## src/rtl/tbars_pkg.sv

```systemverilog
// shared types, constants and arithmetic helpers for the trackball report splitter
`timescale 1ns / 1ps

package tbars_pkg;

    typedef logic signed [8:0] t_rem;
    typedef logic signed [7:0] t_move;
    typedef logic signed [6:0] t_wheel;
    typedef logic [6:0]        t_chunk;

    localparam t_chunk CHUNK_RESET = 7'd15;
    localparam t_chunk CHUNK_MIN   = 7'd3;
    localparam t_rem   TOTAL_CAP   = 9'sd150;

    // fixed-point 1/10 for the wheel: floor(v * 205 / 2048) == v / 10 for v up to 1028
    localparam logic [16:0] RECIP10     = 17'd205;
    localparam int          RECIP_SHIFT = 11;

    // axis total: sign(net) * min(5^|net|, 150)
    function automatic t_rem axis_total(input t_move neg, input t_move pos);
        logic signed [8:0] net;
        logic [8:0]        mag;
        t_rem              tot;
        net = {pos[7], pos} - {neg[7], neg};
        mag = net[8] ? 9'(-net) : 9'(net);
        case (mag)
            9'd0:    tot = 9'sd0;
            9'd1:    tot = 9'sd5;
            9'd2:    tot = 9'sd25;
            9'd3:    tot = 9'sd125;
            default: tot = TOTAL_CAP;
        endcase
        return net[8] ? -tot : tot;
    endfunction

    // wheel step trunc(3*dy/10), toward zero
    function automatic t_wheel wheel_step(input t_move dy);
        logic [6:0]  mag;
        logic [8:0]  mag3;
        logic [16:0] prod;
        logic [5:0]  quo;
        t_wheel      w;
        mag  = dy[7] ? 7'(-dy) : 7'(dy);
        mag3 = {2'b00, mag} + {1'b0, mag, 1'b0};
        prod = 17'(mag3) * RECIP10;
        quo  = prod[RECIP_SHIFT +: 6];
        w    = $signed({1'b0, quo});
        return dy[7] ? -w : w;
    endfunction

endpackage

```

## src/rtl/tbars_if.sv

```systemverilog
// channel interfaces: sample input, report output, chunk size configuration
`timescale 1ns / 1ps

interface tbars_in_if;
    logic              valid;
    logic              ready;
    logic signed [7:0] y_neg_count;
    logic signed [7:0] y_pos_count;
    logic signed [7:0] x_neg_count;
    logic signed [7:0] x_pos_count;
    logic              scroll_mode;

    modport source (output valid, y_neg_count, y_pos_count, x_neg_count, x_pos_count,
                    scroll_mode, input ready);
    modport sink   (input valid, y_neg_count, y_pos_count, x_neg_count, x_pos_count,
                    scroll_mode, output ready);
endinterface

interface tbars_out_if;
    logic              valid;
    logic              ready;
    logic signed [7:0] move_x;
    logic signed [7:0] move_y;
    logic signed [6:0] wheel;
    logic              last;

    modport source (output valid, move_x, move_y, wheel, last, input ready);
    modport sink   (input valid, move_x, move_y, wheel, last, output ready);
endinterface

interface tbars_cfg_if;
    logic       valid;
    logic       ready;
    logic [6:0] chunk_max;

    modport source (output valid, chunk_max, input ready);
    modport sink   (input valid, chunk_max, output ready);
endinterface

```

## src/rtl/tbars_chunk_unit.sv

```systemverilog
// shared chunk unit: clamps a remainder to +-chunk and gives the new remainder
`timescale 1ns / 1ps

module tbars_chunk_unit
    import tbars_pkg::*;
(
    input  t_rem   i_rem,
    input  t_chunk i_chunk,
    output t_move  o_part,
    output t_rem   o_rem
);

    t_rem w_pos_c;
    t_rem w_neg_c;

    assign w_pos_c = $signed({2'b00, i_chunk});
    assign w_neg_c = -w_pos_c;

    always_comb begin
        if (i_rem > w_pos_c) begin
            o_part = w_pos_c[7:0];
            o_rem  = i_rem - w_pos_c;
        end else if (i_rem < w_neg_c) begin
            o_part = w_neg_c[7:0];
            o_rem  = i_rem + w_pos_c;
        end else begin
            // remainder fits in one report
            o_part = i_rem[7:0];
            o_rem  = '0;
        end
    end

endmodule

```

## src/rtl/trackball_accel_report_splitter_top.sv

```systemverilog
// top level: sample capture, report sequencer, output register, chunk size register
//
//  channel  | dir | handshake     | payload
//  ---------+-----+---------------+------------------------------------------------
//  i_in     | in  | valid / ready | y_neg/y_pos/x_neg/x_pos counts, scroll_mode
//  o_out    | out | valid / ready | move_x, move_y, wheel, last
//  i_cfg    | in  | valid / ready | chunk_max (ready always high)
//
//  a sample is taken while idle; each report then goes through the one chunk unit
//  in an x step and then a y step
//  a sample with no motion gives no report and leaves the sequencer idle
//  the y step waits while the output register holds a report not yet taken
//  input ready is high only while no sample is in progress; synchronous active-low reset
//  sets chunk_max to 15 and empties the output register
`timescale 1ns / 1ps

module trackball_accel_report_splitter_top
    import tbars_pkg::*;
(
    input  logic          i_clk,
    input  logic          i_rst_n,
    tbars_in_if.sink      i_in,
    tbars_out_if.source   o_out,
    tbars_cfg_if.sink     i_cfg
);

    typedef enum logic [2:0] {
        S_IDLE   = 3'b001,
        S_STEP_X = 3'b010,
        S_STEP_Y = 3'b100
    } t_state;

    t_state r_state, n_state;
    t_chunk r_chunk_max;
    t_rem   r_rem_x, n_rem_x;
    t_rem   r_rem_y, n_rem_y;
    t_move  r_dx, n_dx;
    logic   r_scroll, n_scroll;

    logic   r_out_valid, n_out_valid;
    t_move  r_move_x, n_move_x;
    t_move  r_move_y, n_move_y;
    t_wheel r_wheel, n_wheel;
    logic   r_last, n_last;

    t_chunk w_chunk;
    t_rem   w_unit_rem_in;
    t_move  w_unit_part;
    t_rem   w_unit_rem_out;
    logic   w_slot_free;
    logic   w_in_take;
    logic   w_emit;
    logic   w_emit_last;
    t_rem   w_tot_x;
    t_rem   w_tot_y;

    assign w_chunk = (r_chunk_max < CHUNK_MIN) ? CHUNK_MIN : r_chunk_max;

    // one chunk unit shared by both axes
    assign w_unit_rem_in = (r_state == S_STEP_Y) ? r_rem_y : r_rem_x;

    tbars_chunk_unit u_chunk (
        .i_rem   (w_unit_rem_in),
        .i_chunk (w_chunk),
        .o_part  (w_unit_part),
        .o_rem   (w_unit_rem_out)
    );

    assign i_in.ready  = (r_state == S_IDLE);
    assign i_cfg.ready = 1'b1;
    assign w_in_take   = i_in.valid && i_in.ready;
    assign w_slot_free = !r_out_valid || o_out.ready;
    assign w_emit      = (r_state == S_STEP_Y) && w_slot_free;
    assign w_emit_last = (r_rem_x == '0) && (w_unit_rem_out == '0);

    assign w_tot_x = axis_total(i_in.x_neg_count, i_in.x_pos_count);
    assign w_tot_y = axis_total(i_in.y_neg_count, i_in.y_pos_count);

    always_comb begin
        n_state     = r_state;
        n_rem_x     = r_rem_x;
        n_rem_y     = r_rem_y;
        n_dx        = r_dx;
        n_scroll    = r_scroll;
        n_out_valid = r_out_valid && !o_out.ready;
        n_move_x    = r_move_x;
        n_move_y    = r_move_y;
        n_wheel     = r_wheel;
        n_last      = r_last;

        unique case (r_state)
            S_IDLE: begin
                if (w_in_take) begin
                    n_rem_x  = w_tot_x;
                    n_rem_y  = w_tot_y;
                    n_scroll = i_in.scroll_mode;
                    if (w_tot_x != '0 || w_tot_y != '0) begin
                        n_state = S_STEP_X;
                    end
                end
            end
            S_STEP_X: begin
                n_dx    = w_unit_part;
                n_rem_x = w_unit_rem_out;
                n_state = S_STEP_Y;
            end
            S_STEP_Y: begin
                if (w_emit) begin
                    n_rem_y     = w_unit_rem_out;
                    n_out_valid = 1'b1;
                    n_last      = w_emit_last;
                    if (r_scroll) begin
                        n_move_x = '0;
                        n_move_y = '0;
                        n_wheel  = wheel_step(w_unit_part);
                    end else begin
                        n_move_x = r_dx;
                        n_move_y = w_unit_part;
                        n_wheel  = '0;
                    end
                    n_state = w_emit_last ? S_IDLE : S_STEP_X;
                end
            end
            default: n_state = S_IDLE;
        endcase
    end

    always_ff @(posedge i_clk) begin
        if (!i_rst_n) begin
            r_state     <= S_IDLE;
            r_out_valid <= 1'b0;
            r_rem_x     <= '0;
            r_rem_y     <= '0;
            r_chunk_max <= CHUNK_RESET;
        end else begin
            r_state     <= n_state;
            r_out_valid <= n_out_valid;
            r_rem_x     <= n_rem_x;
            r_rem_y     <= n_rem_y;
            if (i_cfg.valid && i_cfg.ready) begin
                r_chunk_max <= i_cfg.chunk_max;
            end
        end
    end

    always_ff @(posedge i_clk) begin
        r_dx     <= n_dx;
        r_scroll <= n_scroll;
        r_move_x <= n_move_x;
        r_move_y <= n_move_y;
        r_wheel  <= n_wheel;
        r_last   <= n_last;
    end

    assign o_out.valid  = r_out_valid;
    assign o_out.move_x = r_move_x;
    assign o_out.move_y = r_move_y;
    assign o_out.wheel  = r_wheel;
    assign o_out.last   = r_last;

    // idle means the previous sample is fully split
    a_idle_empty: assert property (@(posedge i_clk) disable iff (!i_rst_n)
        (r_state == S_IDLE) |-> (r_rem_x == '0 && r_rem_y == '0))
        else $error("remainder left over while idle");

    // the final report returns the sequencer to idle
    a_last_to_idle: assert property (@(posedge i_clk) disable iff (!i_rst_n)
        (w_emit && w_emit_last) |=> (r_state == S_IDLE && r_out_valid && r_last))
        else $error("final report did not end the sample");

    // a wheel report never carries movement
    a_wheel_only: assert property (@(posedge i_clk) disable iff (!i_rst_n)
        (r_out_valid && r_wheel != '0) |-> (r_move_x == '0 && r_move_y == '0))
        else $error("movement alongside wheel step");

    // remainders stay within the acceleration cap
    a_rem_bound: assert property (@(posedge i_clk) disable iff (!i_rst_n)
        (r_rem_x <= TOTAL_CAP && r_rem_x >= -TOTAL_CAP &&
         r_rem_y <= TOTAL_CAP && r_rem_y >= -TOTAL_CAP))
        else $error("remainder beyond cap");

endmodule

```

## src/flat_wrapper.sv

```systemverilog
// flat-port wrapper written by rule: the top's interface ports become plain ports
module trackball_accel_report_splitter_top_flat import tbars_pkg::*;
  (i_clk, i_rst_n, i_in_valid, i_in_y_neg_count, i_in_y_pos_count, i_in_x_neg_count, i_in_x_pos_count, i_in_scroll_mode, i_in_ready, o_out_valid, o_out_move_x, o_out_move_y, o_out_wheel, o_out_last, o_out_ready, i_cfg_valid, i_cfg_chunk_max, i_cfg_ready);
  tbars_in_if i_in_i ();
  tbars_out_if o_out_i ();
  tbars_cfg_if i_cfg_i ();
  input  logic i_clk;
  input  logic i_rst_n;
  input wire logic [$bits(i_in_i.valid)-1:0] i_in_valid;
  input wire logic [$bits(i_in_i.y_neg_count)-1:0] i_in_y_neg_count;
  input wire logic [$bits(i_in_i.y_pos_count)-1:0] i_in_y_pos_count;
  input wire logic [$bits(i_in_i.x_neg_count)-1:0] i_in_x_neg_count;
  input wire logic [$bits(i_in_i.x_pos_count)-1:0] i_in_x_pos_count;
  input wire logic [$bits(i_in_i.scroll_mode)-1:0] i_in_scroll_mode;
  output wire logic [$bits(i_in_i.ready)-1:0] i_in_ready;
  output wire logic [$bits(o_out_i.valid)-1:0] o_out_valid;
  output wire logic [$bits(o_out_i.move_x)-1:0] o_out_move_x;
  output wire logic [$bits(o_out_i.move_y)-1:0] o_out_move_y;
  output wire logic [$bits(o_out_i.wheel)-1:0] o_out_wheel;
  output wire logic [$bits(o_out_i.last)-1:0] o_out_last;
  input wire logic [$bits(o_out_i.ready)-1:0] o_out_ready;
  input wire logic [$bits(i_cfg_i.valid)-1:0] i_cfg_valid;
  input wire logic [$bits(i_cfg_i.chunk_max)-1:0] i_cfg_chunk_max;
  output wire logic [$bits(i_cfg_i.ready)-1:0] i_cfg_ready;
  assign i_in_i.valid = i_in_valid;
  assign i_in_i.y_neg_count = i_in_y_neg_count;
  assign i_in_i.y_pos_count = i_in_y_pos_count;
  assign i_in_i.x_neg_count = i_in_x_neg_count;
  assign i_in_i.x_pos_count = i_in_x_pos_count;
  assign i_in_i.scroll_mode = i_in_scroll_mode;
  assign i_in_ready = i_in_i.ready;
  assign o_out_valid = o_out_i.valid;
  assign o_out_move_x = o_out_i.move_x;
  assign o_out_move_y = o_out_i.move_y;
  assign o_out_wheel = o_out_i.wheel;
  assign o_out_last = o_out_i.last;
  assign o_out_i.ready = o_out_ready;
  assign i_cfg_i.valid = i_cfg_valid;
  assign i_cfg_i.chunk_max = i_cfg_chunk_max;
  assign i_cfg_ready = i_cfg_i.ready;
  trackball_accel_report_splitter_top u_core (.i_clk(i_clk), .i_rst_n(i_rst_n), .i_in(i_in_i), .o_out(o_out_i), .i_cfg(i_cfg_i));
endmodule
```

## config.mk

```make
export PLATFORM = sky130hd
export DESIGN_NAME = trackball_accel_report_splitter_top_flat
export DESIGN_NICKNAME = d
export VERILOG_FILES = /design/src/rtl/tbars_pkg.sv /design/src/rtl/tbars_if.sv /design/src/rtl/tbars_chunk_unit.sv /design/src/rtl/trackball_accel_report_splitter_top.sv /design/src/flat_wrapper.sv
export SDC_FILE = /design/constraint.sdc
export NUM_CORES = 1
export LEC_CHECK = 0
export CAP_MARGIN = 20
export CORE_MARGIN = 5
export CORE_UTILIZATION = 45
export CTS_BUF_LIST = sky130_fd_sc_hd__clkbuf_8
export CTS_CLUSTER_DIAMETER = 100
export DETAILED_ROUTE_END_ITERATION = 12
export DONT_BUFFER_PORTS = 1
export PLACE_DENSITY = 0.72
export SETUP_SLACK_MARGIN = 0.3
export SYNTH_ARGS = -nofsm -noshare
export SYNTH_HDL_FRONTEND = slang
export SYNTH_SLANG_ARGS = --single-unit
```

## constraint.sdc

```tcl
create_clock -name i_clk -period 10 [get_ports i_clk]
set_clock_uncertainty 0.05 [all_clocks]
set_input_delay 1 -clock i_clk [delete_from_list [all_inputs] [get_ports i_clk]]
set_output_delay 1 -clock i_clk [all_outputs]
set_load 0.03 [all_outputs]
```

After elaboration in Yosys (flattened, before gate mapping)
Cells that the tools add are included.
{"block": "op_classes", "muxes": 26, "div": 0, "shifts": 0, "n_mul": 1, "add_sub_neg": 12, "eq_ne": 12, "n_reduce_logical": 22, "bitwise_logic": 0, "magnitude_cmp": 3}
{"op": "$mux W9", "n": 10}
{"op": "$pmux W8 S4", "n": 2}
{"op": "$eq A9 B2 Y1 const B", "n": 4}
{"op": "$logic_not A9 Y1", "n": 4}
{"op": "$pmux W9 S2", "n": 2}
{"op": "$eq A9 B1 Y1 const B", "n": 2}
{"op": "$neg A8 Y9", "n": 2}
{"op": "$neg A9 Y9", "n": 2}
{"op": "$reduce_bool A9 Y1", "n": 2}
{"op": "$sub A8 B8 Y9", "n": 2}
{"op": "$mul A9 B8 Y17 const B", "n": 1}
{"op": "$mux W8", "n": 2}
{"op": "$mux W7", "n": 2}
{"op": "$add A7 B8 Y9", "n": 1}
{"op": "$add A9 B8 Y9", "n": 1}
{"op": "$gt A9 B8 Y1", "n": 1}
{"op": "$lt A9 B9 Y1", "n": 1}
{"op": "$mux W3", "n": 3}
{"op": "$neg A7 Y9", "n": 1}
{"op": "$pmux W3 S3", "n": 1}
{"op": "$sub A9 B8 Y9", "n": 1}
{"op": "$reduce_and A2 Y1", "n": 4}
{"op": "$lt A7 B2 Y1 const B", "n": 1}
{"op": "$neg A6 Y7", "n": 1}
{"op": "14 further kinds", "n": 23}
{"block": "totals", "romBits": 0, "output_inout_bits": 27, "input_bits": 45, "ramBits": 0, "latch_bits": 0, "mem_count": 0, "regBits": 62}

Depth between registers and ports, before layout
{"block": "logic_depth", "word_depth": 12, "ltp_mapped": 53, "mapped_depth_nobuf": 51}

Hierarchy
From an unflattened synthesis, not the netlist that was laid out.
{"block": "hier_totals", "cells_unflattened": 899, "hier_area_um2": 7367.1}
{"module": "trackball_accel_report_splitter_top", "seq_area_each_um2": 1571.5, "instances": 1, "area_per_inst_um2": 6104.6, "cells_per_inst": 720}
{"module": "tbars_chunk_unit", "seq_area_each_um2": 0.0, "instances": 1, "area_per_inst_um2": 1262.5, "cells_per_inst": 179}

Worst setup path after synthesis
No wires, ideal clock.
{"block": "synth_path", "path_type": "reg2reg", "startpoint": "register u_core.r_chunk_max[4]", "endpoint": "register u_core.r_wheel[4] (netlist: u_core.o_out.wheel[4]) (data pin)", "setup_time_ns": 0.259, "period_less_slack_ns": 10.818, "arrival_ns": 10.509, "slack_ns": -0.818, "path_stages_with_launch": 52, "cell_sequence": "dfxtp_1 -> clkbuf_1 -> nor4_1 -> and2_1 -> nor2_1 -> ha_1 -> nand2_1 -> nor2_1 -> xnor2_1 -> ha_1 -> nor2_1 -> a31oi_1 -> a21oi_1 -> o31ai_4 -> nand3_1 -> mux2i_2 -> inv_1 -> ha_1 -> [16 not listed] -> fa_1 -> inv_1 -> fa_1 -> inv_1 -> ha_1 -> a21o_1 -> a21oi_1 -> o21ai_0 -> and2_1 -> nor3_1 -> o21ai_1 -> xnor2_1 -> ha_1 -> nand3b_1 -> or3_1 -> nand3_1 -> xor2_1 -> nor2_1"}
{"block": "synth_via", "elab_chain_cells": 12, "word_cells_on_any_way": 13}
{"item": "start: declaration", "line_no": "trackball_accel_report_splitter_top.sv:34", "rtl": "t_chunk r_chunk_max;"}
{"item": "start signal: assignment", "line_no": "trackball_accel_report_splitter_top.sv:141", "rtl": "r_chunk_max <= i_cfg.chunk_max;"}
{"item": "$lt A7 B2 Y1", "line_no": "trackball_accel_report_splitter_top.sv:57", "rtl": "assign w_chunk = (r_chunk_max < CHUNK_MIN) ? CHUNK_MIN : r_chunk_max;"}
{"item": "$mux W7 *", "line_no": "trackball_accel_report_splitter_top.sv:57"}
{"item": "$neg A7 Y9", "line_no": "tbars_chunk_unit.sv:17", "rtl": "assign w_neg_c = -w_pos_c;"}
{"item": "$lt A9 B9 Y1", "line_no": "tbars_chunk_unit.sv:23", "rtl": "end else if (i_rem < w_neg_c) begin"}
{"item": "$mux W8", "line_no": "tbars_chunk_unit.sv:23"}
{"item": "$mux W8 *", "line_no": "tbars_chunk_unit.sv:20", "rtl": "if (i_rem > w_pos_c) begin"}
{"item": "net u_core.u_chunk.o_part[0]", "line_no": "tbars_chunk_unit.sv:9", "rtl": "output t_move o_part,"}
{"item": "$neg A7 Y7", "line_no": "tbars_pkg.sv:43", "rtl": "mag = dy[7] ? 7'(-dy) : 7'(dy);"}
{"item": "$mux W7 *", "line_no": "tbars_pkg.sv:43"}
{"item": "$add A7 B8 Y9 *", "line_no": "tbars_pkg.sv:44", "rtl": "mag3 = {2'b00, mag} + {1'b0, mag, 1'b0};"}
{"item": "$mul A9 B8 Y17 *", "line_no": "tbars_pkg.sv:45", "rtl": "prod = 17'(mag3) * RECIP10;"}
{"item": "$neg A6 Y7", "line_no": "tbars_pkg.sv:48", "rtl": "return dy[7] ? -w : w;"}
{"item": "$mux W6 *", "line_no": "tbars_pkg.sv:48"}
{"item": "end signal: assignment", "line_no": "trackball_accel_report_splitter_top.sv:151", "rtl": "r_wheel <= n_wheel;"}
{"item": "end: declaration", "line_no": "trackball_accel_report_splitter_top.sv:43", "rtl": "t_wheel r_wheel, n_wheel;"}
The timed path passes the listed nets; every way through them passes the cells marked *.
A chain may end at the register's enable or synchronous reset.

Worst setup path in the final report
{"block": "layout_path", "startpoint": "register u_core.r_chunk_max[3]", "endpoint": "register u_core.r_wheel[6] (netlist: u_core.o_out.wheel[6]) (data pin)"}
{"block": "layout_via", "elab_chain_cells": 11, "word_cells_on_any_way": 13}
{"item": "$lt A7 B2 Y1", "line_no": "trackball_accel_report_splitter_top.sv:57"}
{"item": "$mux W7 *", "line_no": "trackball_accel_report_splitter_top.sv:57"}
{"item": "$neg A7 Y9", "line_no": "tbars_chunk_unit.sv:17"}
{"item": "$lt A9 B9 Y1", "line_no": "tbars_chunk_unit.sv:23"}
{"item": "$mux W8", "line_no": "tbars_chunk_unit.sv:23"}
{"item": "$mux W8 *", "line_no": "tbars_chunk_unit.sv:20"}
{"item": "net u_core.u_chunk.o_part[0]", "line_no": "tbars_chunk_unit.sv:9"}
{"item": "$neg A7 Y7", "line_no": "tbars_pkg.sv:43"}
{"item": "$mux W7 *", "line_no": "tbars_pkg.sv:43"}
{"item": "$add A7 B8 Y9 *", "line_no": "tbars_pkg.sv:44"}
{"item": "$mul A9 B8 Y17 *", "line_no": "tbars_pkg.sv:45"}
{"item": "$neg A6 Y7 *", "line_no": "tbars_pkg.sv:48"}
Marked as above.

==> flow_summary.ini <==
[outcome]
status = finished, final reports clean

[run]
maxCapViolations = 0

[final_layout]
antenna_cells = 0
nets = 1118
area_delta_synth_final_pct = 16.3
design_area_mm2 = 0.00865
layout-drive-gt1-share = 0.173

[grt]
grt_pass1_wl_um = 30400
grt_overflow_total = 0
grt_pass1_vias = 6460
grtUsageMet1 = 0.250
use_met3 = 0.0235
grt-busiest-layer = met2
grt_max_degree = 25
grt_use_total = 0.184
antenna_found_initial = 0
met2_usage = 0.309

[clock_tree]
clk_latency_ns = 0.34
cts_tree = built
root_buffer = clkbuf_8
cts_buffers = 9
clk_pin_slew_ns = 0.08
cts_hold_buffers = 0
cts.sinks = 62
htree_levels = 3
clockBufferDepth = 2

[placed_design]
place_hpwl_um = 14300
portBuffers = 0
finalWeightedCongestion = 0.963
place_area_mm2 = 0.00803
dp_slack_ns = -0.0844

[drt]
route.detailed.drc = 0
via_count = 6841
firstDrtPassIters = 6
ant_nets = 0
wl_per_cell_um = 15.6
first_iter_violations = 484
vias_per_cell = 5.77
wirelength_um = 18500

[timing]
finalHoldViolations = 0
clock.fmax_mhz = 102
slew_headroom = 0.461
tightest_slew_ns = 0.808
fin_ws_ns = 0.152
timing.final.crit_period_ns = 9.85
setup_viol = 0
rsz0062_at_grt = yes
finalCritPeriodShare = 0.985
finalMaxSlewViolations = 0
tns_ns = 0

[yosys]
synth_fp_nets = 1084
synth_seq_area_share = 0.211
synth_edf_count = 33
synthesis.area_mm2 = 0.00743
ys_types = 88
avgSynthCellArea_um2 = 8.03
ys_warn_count = 0
postSynthCellCount = 926
async_flop_share = 0
synth-seq-cells = 62
synthFlopType = edfxtp_1

[critical_path]
crit_path_end_kind = flop
r2r_slack_ns = 0.15
r2r-end = u_core.o_out.wheel[6]$_SDFFCE_PN0P_
critPathKind = reg -> reg
critPathRequiredTime_ns = 10.04
cp_slowest_stage_delay_ns = 0.49
slowest_stage = fa_1
reg2reg_depth = 50
r2r-start = u_core.r_chunk_max[3]$_SDFFE_PN1P_
cpMostUsedCell = ha_4
worstSetupStartpointType = flop
crit_fanout = 6
worstPathArrival_ns = 9.89

[floorplanning]
die_w_um = 139
boundaryPins = 72
die_height_um = 139
rows = 47
dieArea_mm2 = 0.0192
core_mm2 = 0.0164
initial_core_util = 0.453

[min_path]
holdPathEnd = u_core.r_rem_y[7]$_SDFFE_PN0P_
hold_depth = 2
hp-class = reg -> reg
hold_start = u_core.r_rem_y[7]$_SDFFE_PN0P_
cell usage in the layout (no fill, tap or decap), types with 5 or more instances in the layout:
cell and count:
nand4_1 6, or3_1 6, o21a_1 10, inv_2 6, ha_1 84, a31oi_1 9
dfxtp_1 28, o21ai_0 36, ha_4 7, nor2b_1 15, nand2_1 63, nand3_1 20
o21bai_1 6, nand3b_1 6, a21oi_1 65, mux2i_1 13, clkbuf_8 9, edfxtp_1 33
a22oi_1 6, and2_1 8, o211ai_1 5, and3_1 6, buf_4 59, nand2b_1 7
a21o_1 19, nor3_1 31, nor2_1 84, xnor2_1 30, inv_1 95, fa_1 18
xor2_1 10, o22ai_1 8, a211oi_1 8
area by class of cell:
class,instances,area (µm²)
Clock buffer,9,124
Inverter,105,400
Tap cell,220,275
Multi-Input combinational cell,722,5750
Timing Repair Buffer,60,454
Fill cell,1458,7760
Clock inverter,7,72.6
Sequential cell,62,1570
worst max-delay path, delay by kind of cell, from the launching register on:
| kind | cells | cell delay [ns] |
|---|---|---|
| adders and majority gates | 10 | 3.01 |
| and+or+nand+nor | 14 | 2.50 |
| AOI/OAI and AO/OA | 13 | 2.20 |
| buffers and inverters | 9 | 0.72 |
| xor gates and xnor gates | 3 | 0.59 |
| DFF | 1 | 0.34 |
| muxes | 1 | 0.21 |
cells in the mapped netlist, types with 22 or more instances:
library cell | count | area (µm²)
nor3_1 | 33 | 165
nand3_1 | 22 | 110
dfxtp_1 | 29 | 581
clkbuf_1 | 28 | 105
nor2_1 | 89 | 334
nand2_1 | 65 | 244
edfxtp_1 | 33 | 991
xnor2_1 | 32 | 280
a21oi_1 | 70 | 350
inv_1 | 100 | 375
ha_1 | 94 | 1180
o21ai_0 | 39 | 195
metrics by stage:
stage / hold slack, ns / instances / util
5_1_grt: 0.445 / 1185 / 0.527
3_5_place_dp: 0.406 / 1148 / 0.489
6_report: 0.410 / 1185 / 0.527
3_3_place_gp: 0.398 / 1148 / 0.489
2_1_floorplan: 0.387 / 926 / -
4_1_cts: 0.416 / 1169 / 0.508
flip-flops by register name, summed over array words and instances (netlist names):
name / count
u_core.r_dx: 8
u_core.r_scroll: 1
u_core.o_out.valid: 1
u_core.o_out.last: 1
u_core.r_rem_y: 9
u_core.o_out.move_y: 8
u_core.r_chunk_max: 7
u_core.o_out.move_x: 8
u_core.o_out.wheel: 7
u_core.r_rem_x: 9
u_core.r_state: 3
logic make-up after synthesis:
kind of cell | after synthesis | synth area share
AND/OR/NAND/NOR | 294 | 0.193
buffers and inverters | 142 | 0.0749
adder cells (fa/ha/maj) | 113 | 0.209
flip-flops | 62 | 0.211
multiplexers | 19 | 0.0264
other | 2 | 0.00101
AO/OA/AOI/OAI | 251 | 0.233
XOR/XNOR | 43 | 0.0507
worst max-delay path by stage:
| stage | from | to | slack (ns) | cells past startpoint |
|---|---|---|---|---|
| 2_1_floorplan | u_core.r_chunk_max[6]$_SDFFE_PN0P_ | u_core.o_out.wheel[4]$_SDFFCE_PN0P_ | 0.16 | 51 |
| 3_3_place_gp | u_core.r_chunk_max[6]$_SDFFE_PN0P_ | u_core.o_out.wheel[4]$_SDFFCE_PN0P_ | 0.09 | 45 |
| 3_5_place_dp | u_core.r_chunk_max[6]$_SDFFE_PN0P_ | u_core.o_out.wheel[4]$_SDFFCE_PN0P_ | -0.08 | 45 |
| 4_1_cts | u_core.r_chunk_max[4]$_SDFFE_PN0P_ | u_core.o_out.wheel[4]$_SDFFCE_PN0P_ | 0.32 | 45 |
| 5_1_grt | u_core.r_chunk_max[3]$_SDFFE_PN1P_ | u_core.o_out.wheel[6]$_SDFFCE_PN0P_ | -0.25 | 51 |
| 6_report | u_core.r_chunk_max[3]$_SDFFE_PN1P_ | u_core.o_out.wheel[6]$_SDFFCE_PN0P_ | 0.15 | 50 |
metal layers:
metal | routed length [µm] | vias up
met4 | 323 | 0
met1 | 8610 | 3189
li1 | - | 3388
met3 | 840 | 29
met2 | 8750 | 235
met5 | 0 | -
timing repair:
action | CTS | global route
pin swaps | 12 | 34
setup endpoints to repair | 6 | 6
gates resized for setup | 15 | 34
setup buffers | 5 | 16
Power is left out: the tool's default activity adds up to more than one toggle a clock period on the data nets, which glitch-free logic cannot reach.
